$ cat src/rtl/core/aesenc_pkg.sv
package aesenc_pkg;

    localparam int unsigned NUM_ROUNDS = 10;
    localparam int unsigned CFG_IDX_W  = 8;
    localparam int unsigned RCNT_W     = 4;

    localparam logic [CFG_IDX_W-1:0] REG_KEY_HIGH = CFG_IDX_W'(0);
    localparam logic [CFG_IDX_W-1:0] REG_KEY_LOW  = CFG_IDX_W'(1);

    typedef logic [127:0] block_t;
    typedef block_t [NUM_ROUNDS:0] rkeys_t;

    localparam logic [0:255][7:0] SBOX = {
        8'h63, 8'h7c, 8'h77, 8'h7b, 8'hf2, 8'h6b, 8'h6f, 8'hc5,
        8'h30, 8'h01, 8'h67, 8'h2b, 8'hfe, 8'hd7, 8'hab, 8'h76,
        8'hca, 8'h82, 8'hc9, 8'h7d, 8'hfa, 8'h59, 8'h47, 8'hf0,
        8'had, 8'hd4, 8'ha2, 8'haf, 8'h9c, 8'ha4, 8'h72, 8'hc0,
        8'hb7, 8'hfd, 8'h93, 8'h26, 8'h36, 8'h3f, 8'hf7, 8'hcc,
        8'h34, 8'ha5, 8'he5, 8'hf1, 8'h71, 8'hd8, 8'h31, 8'h15,
        8'h04, 8'hc7, 8'h23, 8'hc3, 8'h18, 8'h96, 8'h05, 8'h9a,
        8'h07, 8'h12, 8'h80, 8'he2, 8'heb, 8'h27, 8'hb2, 8'h75,
        8'h09, 8'h83, 8'h2c, 8'h1a, 8'h1b, 8'h6e, 8'h5a, 8'ha0,
        8'h52, 8'h3b, 8'hd6, 8'hb3, 8'h29, 8'he3, 8'h2f, 8'h84,
        8'h53, 8'hd1, 8'h00, 8'hed, 8'h20, 8'hfc, 8'hb1, 8'h5b,
        8'h6a, 8'hcb, 8'hbe, 8'h39, 8'h4a, 8'h4c, 8'h58, 8'hcf,
        8'hd0, 8'hef, 8'haa, 8'hfb, 8'h43, 8'h4d, 8'h33, 8'h85,
        8'h45, 8'hf9, 8'h02, 8'h7f, 8'h50, 8'h3c, 8'h9f, 8'ha8,
        8'h51, 8'ha3, 8'h40, 8'h8f, 8'h92, 8'h9d, 8'h38, 8'hf5,
        8'hbc, 8'hb6, 8'hda, 8'h21, 8'h10, 8'hff, 8'hf3, 8'hd2,
        8'hcd, 8'h0c, 8'h13, 8'hec, 8'h5f, 8'h97, 8'h44, 8'h17,
        8'hc4, 8'ha7, 8'h7e, 8'h3d, 8'h64, 8'h5d, 8'h19, 8'h73,
        8'h60, 8'h81, 8'h4f, 8'hdc, 8'h22, 8'h2a, 8'h90, 8'h88,
        8'h46, 8'hee, 8'hb8, 8'h14, 8'hde, 8'h5e, 8'h0b, 8'hdb,
        8'he0, 8'h32, 8'h3a, 8'h0a, 8'h49, 8'h06, 8'h24, 8'h5c,
        8'hc2, 8'hd3, 8'hac, 8'h62, 8'h91, 8'h95, 8'he4, 8'h79,
        8'he7, 8'hc8, 8'h37, 8'h6d, 8'h8d, 8'hd5, 8'h4e, 8'ha9,
        8'h6c, 8'h56, 8'hf4, 8'hea, 8'h65, 8'h7a, 8'hae, 8'h08,
        8'hba, 8'h78, 8'h25, 8'h2e, 8'h1c, 8'ha6, 8'hb4, 8'hc6,
        8'he8, 8'hdd, 8'h74, 8'h1f, 8'h4b, 8'hbd, 8'h8b, 8'h8a,
        8'h70, 8'h3e, 8'hb5, 8'h66, 8'h48, 8'h03, 8'hf6, 8'h0e,
        8'h61, 8'h35, 8'h57, 8'hb9, 8'h86, 8'hc1, 8'h1d, 8'h9e,
        8'he1, 8'hf8, 8'h98, 8'h11, 8'h69, 8'hd9, 8'h8e, 8'h94,
        8'h9b, 8'h1e, 8'h87, 8'he9, 8'hce, 8'h55, 8'h28, 8'hdf,
        8'h8c, 8'ha1, 8'h89, 8'h0d, 8'hbf, 8'he6, 8'h42, 8'h68,
        8'h41, 8'h99, 8'h2d, 8'h0f, 8'hb0, 8'h54, 8'hbb, 8'h16
    };

    // Byte i of a block sits in bits [127-8i -: 8].
    function automatic logic [7:0] get_byte(input block_t b, input int unsigned i);
        return b[127 - 8*i -: 8];
    endfunction

    function automatic logic [7:0] xtime(input logic [7:0] a);
        return {a[6:0], 1'b0} ^ (a[7] ? 8'h1b : 8'h00);
    endfunction

    // SubBytes followed by ShiftRows.
    function automatic block_t sub_shift(input block_t s);
        block_t t;
        t = '0;
        for (int c = 0; c < 4; c++) begin
            for (int r = 0; r < 4; r++) begin
                t[127 - 8*(r + 4*c) -: 8] = SBOX[get_byte(s, r + 4*((c + r) % 4))];
            end
        end
        return t;
    endfunction

    function automatic block_t mix_cols(input block_t s);
        block_t t;
        logic [7:0] a0, a1, a2, a3, d0, d1, d2, d3;
        t = '0;
        for (int c = 0; c < 4; c++) begin
            a0 = get_byte(s, 4*c);
            a1 = get_byte(s, 4*c + 1);
            a2 = get_byte(s, 4*c + 2);
            a3 = get_byte(s, 4*c + 3);
            d0 = xtime(a0);
            d1 = xtime(a1);
            d2 = xtime(a2);
            d3 = xtime(a3);
            t[127 - 32*c -: 8]  = d0 ^ d1 ^ a1 ^ a2 ^ a3;
            t[119 - 32*c -: 8]  = a0 ^ d1 ^ d2 ^ a2 ^ a3;
            t[111 - 32*c -: 8]  = a0 ^ a1 ^ d2 ^ d3 ^ a3;
            t[103 - 32*c -: 8]  = d0 ^ a0 ^ a1 ^ a2 ^ d3;
        end
        return t;
    endfunction

    function automatic logic [7:0] rcon(input logic [RCNT_W-1:0] step);
        logic [7:0] rc;
        unique case (step)
            4'd0:    rc = 8'h01;
            4'd1:    rc = 8'h02;
            4'd2:    rc = 8'h04;
            4'd3:    rc = 8'h08;
            4'd4:    rc = 8'h10;
            4'd5:    rc = 8'h20;
            4'd6:    rc = 8'h40;
            4'd7:    rc = 8'h80;
            4'd8:    rc = 8'h1b;
            4'd9:    rc = 8'h36;
            default: rc = 8'h00;
        endcase
        return rc;
    endfunction

    // One step of the key schedule: round key r to round key r+1.
    function automatic block_t key_step(input block_t k, input logic [7:0] rc);
        logic [31:0] t, w0, w1, w2, w3;
        t  = {SBOX[k[23:16]], SBOX[k[15:8]], SBOX[k[7:0]], SBOX[k[31:24]]};
        t  = t ^ {rc, 24'h0};
        w0 = k[127:96] ^ t;
        w1 = k[95:64] ^ w0;
        w2 = k[63:32] ^ w1;
        w3 = k[31:0] ^ w2;
        return {w0, w1, w2, w3};
    endfunction

endpackage

$ cat src/rtl/core/aesenc_keyexp.sv
// Holds the cipher key and expands it into the round keys, one per cycle.
module aesenc_keyexp (
    input  logic                                aclk,
    input  logic                                aresetn,
    input  logic                                cfg_valid,
    output logic                                cfg_ready,
    input  logic [aesenc_pkg::CFG_IDX_W-1:0]    cfg_index,
    input  logic [63:0]                         cfg_data,
    output aesenc_pkg::rkeys_t                  round_keys,
    output logic                                key_ready
);

    logic [63:0]                      key_high_reg, key_high_next;
    logic [63:0]                      key_low_reg, key_low_next;
    aesenc_pkg::block_t               cur_reg;
    aesenc_pkg::rkeys_t               rk_reg;
    logic [aesenc_pkg::RCNT_W-1:0]    cnt_reg;
    logic                             busy_reg;
    logic                             key_write;

    assign cfg_ready = 1'b1;

    always_comb begin
        key_high_next = key_high_reg;
        key_low_next  = key_low_reg;
        key_write     = 1'b0;
        priority if (cfg_valid && cfg_index == aesenc_pkg::REG_KEY_HIGH) begin
            key_high_next = cfg_data;
            key_write     = 1'b1;
        end else if (cfg_valid && cfg_index == aesenc_pkg::REG_KEY_LOW) begin
            key_low_next = cfg_data;
            key_write    = 1'b1;
        end else begin
            key_write = 1'b0;
        end
    end

    always_ff @(posedge aclk) begin
        if (!aresetn) begin
            key_high_reg <= '0;
            key_low_reg  <= '0;
            cur_reg      <= '0;
            cnt_reg      <= '0;
            busy_reg     <= 1'b1;
        end else if (key_write) begin
            key_high_reg <= key_high_next;
            key_low_reg  <= key_low_next;
            cur_reg      <= {key_high_next, key_low_next};
            cnt_reg      <= '0;
            busy_reg     <= 1'b1;
        end else if (busy_reg) begin
            cur_reg <= aesenc_pkg::key_step(cur_reg, aesenc_pkg::rcon(cnt_reg));
            cnt_reg <= cnt_reg + 1'b1;
            if (cnt_reg == aesenc_pkg::RCNT_W'(aesenc_pkg::NUM_ROUNDS)) begin
                busy_reg <= 1'b0;
            end
        end
    end

    always_ff @(posedge aclk) begin
        if (busy_reg) begin
            rk_reg[cnt_reg] <= cur_reg;
        end
    end

    assign round_keys = rk_reg;
    assign key_ready  = !busy_reg;

endmodule

$ cat config.mk
export PLATFORM = sky130hd
export DESIGN_NAME = aesenc_keyexp
export DESIGN_NICKNAME = d
export VERILOG_FILES = /design/src/rtl/core/aesenc_pkg.sv /design/src/rtl/core/aesenc_keyexp.sv
export SDC_FILE = /design/constraint.sdc
export NUM_CORES = 2
export LEC_CHECK = 0
export BUFFER_PORTS_ARGS = -buffer_cell sky130_fd_sc_hd__buf_4
export CAP_MARGIN = 20
export CORE_AREA = 2 2 573 575
export CTS_CLUSTER_SIZE = 30
export DETAILED_ROUTE_END_ITERATION = 10
export DIE_AREA = 0 0 575 577
export PLACE_DENSITY = 0.51
export REMOVE_ABC_BUFFERS = 1
export SLEW_MARGIN = 20
export SYNTH_ARGS = -nofsm -noshare
export SYNTH_HDL_FRONTEND = slang
export SYNTH_SLANG_ARGS = --single-unit
$ cat constraint.sdc
create_clock -name aclk -period 7.3 [get_ports aclk]
set_input_delay 0.365 -clock aclk [delete_from_list [all_inputs] [get_ports aclk]]
set_output_delay 0.365 -clock aclk [all_outputs]
set_load 0.01 [all_outputs]
==> results.py <==
metrics = {
    "status": {
        "status": "finished, final reports clean",
    },
    "power_and_ir_drop": {
        "p_leak_nw": 33.92,
        "p_per_area_nw_per_um2": 408.5,
        "ir_drop_mv": 0.2076,
    },
    "synthesis": {
        "synthMostInstantiatedCell": "edfxtp_1",
        "ys_seq_area_share_pct": 67.30,
        "netlist.area_leader.share_pct": 59.69,
        "yosys_warnings": 0,
        "ys_top_cells_by_area": "edfxtp_1 (60%), dfxtp_1 (7.6%), nand2_1 (2.5%), xnor2_1 (1.6%), o21ai_0 (1.6%)",
        "synth_top_cell_by_area": "edfxtp_1",
        "synthArstFlopShare_pct": 0,
        "synth_ff_type": "edfxtp_1",
        "synth_common_cells": "edfxtp_1 (1408), nand2_1 (469), dfxtp_1 (269)",
        "synth_edf_count": 1408,
        "synth_cells": 5202,
        "ys_types": 109,
        "syn_area_sq_um": 70830,
        "syn_avg_cell_area_sq_um": 13.62,
        "ys_seq_elements": 1677,
    },
    "sta": {
        "setup_viol": 0,
        "fin_crit_ns": 5.067,
        "hold_viol_final": 0,
        "fin_skew_ns": 0.05766,
        "setup_tns_ns": 0,
        "clock.fmax_mhz": 197.3,
        "rsz0062_at_grt": "no",
        "fin_crit_sh_pct": 69.42,
        "fin_ws_ns": 2.233,
        "slew_violations": 0,
        "worstMarginPinSlew_ns": 1.155,
        "slew_headroom_pct": 22.86,
    },
    "global_routing": {
        "overflow": 0,
        "met2_usage_pct": 30.74,
        "grt_antenna_before_repair": 41,
        "grt_pass1_vias": 51690,
        "grt_start_max_net_pins": 136,
        "met3_usage_pct": 4.603,
        "grtUsageTotal_pct": 18.59,
        "grt-busiest-layer": "met2",
        "use_met1_pct": 23.80,
        "grt_pass1_wl_mm": 437.4,
    },
    "cells_and_area": {
        "fin_area_sq_um": 93820,
        "nets": 6799,
        "post-route-util_pct": 28.79,
        "area_growth_pct": 32.45,
        "largest_reg_flops": 1408,
        "drive_above_1_share_pct": 31.81,
    },
    "floorplanning": {
        "initial_core_util_pct": 21.74,
        "die_area_sq_um": 331800,
        "num_rows": 210,
        "ioPinCount": 1485,
        "core_sq_um": 325800,
        "die_w_um": 575,
        "dieHeight_um": 577,
    },
    "clock_tree": {
        "cts_made_buffers": 191,
        "clock_sinks": 1677,
        "cts_tree": "yes",
        "clkLatencyLatePin_ns": 0.90,
        "clk_path_buf_depth": 4,
        "root_buffer": "clkbuf_16",
        "postCtsSetupRepairBufs": 0,
        "cts.clk_slew.worst_paths_ns": 0.06,
        "h-tree-depth": 4,
    },
    "critical_path": {
        "critPathKind": "reg2reg",
        "crit_path_end_kind": "flip-flop",
        "crit_path_start_kind": "flip-flop",
        "cp_data_required_time_ns": 8.05,
        "critPathArrivalTime_ns": 5.81,
        "worstPathMaxFanout": 12,
    },
    "placement": {
        "dpl_cell_area_sq_um": 86790,
        "dp_hpwl_mm": 219.7,
        "gp_congestion": 0.9479,
        "port_buffers": 1483,
        "pre_cts_ws_ns": 2.166,
    },
    "drt": {
        "vias": 52910,
        "antenna_left": 0,
        "drt_iter0_markers": 5106,
        "drc": 0,
        "routed_wl_mm": 324.0,
        "drt_pass1_iterations": 6,
        "drt-vias-per-instance": 4.730,
        "wl_per_cell_um": 28.97,
    },
    "job": {
        "cap_violations": 0,
    },
    "min_path": {
        "hp-class": "in2reg",
    },
}
timing repair:
action / CTS / global route
hold buffers: 67 / 0
endpoints found under the hold margin: 250 / 0
resized for setup: 0 / 0
kinds of logic after synthesis:
family,count (synthesis),synth area share [%]
buf+inv,464,3.031
mux,239,4.303
xor+xnor,211,2.856
fa+ha+maj,62,1.088
simple gates,1314,9.161
flops,1677,67.30
other cells,1,0.005294
compound gates,1234,12.26
power by group:
| part | switching, mW | internal, mW | leakage, nW |
|---|---|---|---|
| Sequential | 1.93 | 12.2 | 15.3 |
| Combinational | 9.03 | 5.38 | 15.6 |
| Clock | 4.19 | 5.59 | 3.03 |
final timing paths:
path	startpoint	endpoint	slack, ns	depth (start not counted)
worst min register to register	key_high_reg[20]	key_high_reg[20]	0.46	2
worst max register to register	cur_reg[0]	cur_reg[9]	2.23	12
worst max-delay path	cur_reg[0]	cur_reg[9]	2.23	12
worst min-delay path	cfg_index[0]	cur_reg[83]	0.08	3
area by class of cell:
type                            count  area (sq um)
Tap cell                         4346          5438
Inverter                           52         197.7
Clock inverter                    120          1289
Multi-Input combinational cell   3061         21100
Sequential cell                  1677         47740
Clock buffer                      224          4999
Fill cell                       33300        232000
Timing Repair Buffer             1681         12990
Antenna cell                       26         65.06
placed cells by master (no fill, tap or decap), types with 28 or more instances in the layout:
cell | Yosys | layout
nor2_1 | 214 | 213
clkinv_1 | 4 | 40
a311oi_1 | 40 | 40
a21boi_0 | 111 | 111
clkbuf_16 | 0 | 195
ha_1 | 60 | 60
or3_1 | 28 | 28
dfxtp_2 | 0 | 28
nor3_1 | 92 | 91
xnor2_1 | 131 | 131
and2_1 | 62 | 50
mux2i_1 | 99 | 99
inv_1 | 42 | 40
edfxtp_1 | 1408 | 1408
buf_4 | 27 | 1596
a21oi_1 | 226 | 226
nor2b_1 | 96 | 96
o211ai_1 | 68 | 68
o211a_1 | 29 | 29
a31oi_1 | 62 | 62
xor2_1 | 66 | 66
o311ai_0 | 40 | 40
nand2b_1 | 100 | 99
o21ai_0 | 228 | 227
dfxtp_1 | 269 | 231
nand3_1 | 64 | 64
dlygate4sd3_1 | 0 | 67
mux2_2 | 97 | 97
mux4_2 | 40 | 40
nand2_1 | 469 | 465
a211oi_1 | 62 | 62
clkbuf_1 | 207 | 28
stage by stage:
stage	total power [mW]	std cells	hold WS (ns)
2_1_floorplan	21.99	4790	0.4363
3_3_place_gp	28.75	10750	0.4453
3_5_place_dp	28.62	10750	0.4539
4_1_cts	38.59	11160	0.02935
5_1_grt	40.06	11170	0.09476
6_report	38.32	11190	0.07662
layer usage:
layer	routed length (um)	part of all wire [%]	vias to the layer above
met4	10670	3.3	4
li1	-	-	22780
met2	153200	47	2657
met3	27200	8.4	504
met5	27	0.0083	-
met1	133000	41	26970
worst max-delay path: stages (launching register included):
cell and delay (ns):
dfxtp_2 0.32, clkinv_1 0.50, ha_1 0.83, buf_4 0.32, nand2_1 0.36, nand2_1 0.18
mux2_2 0.29, mux4_2 0.52, a32oi_1 0.20, nand4_1 0.16, xnor2_1 0.64, a211oi_1 0.18
nor3_1 0.42
No activity file was read; power rests on OpenSTA's default activity.
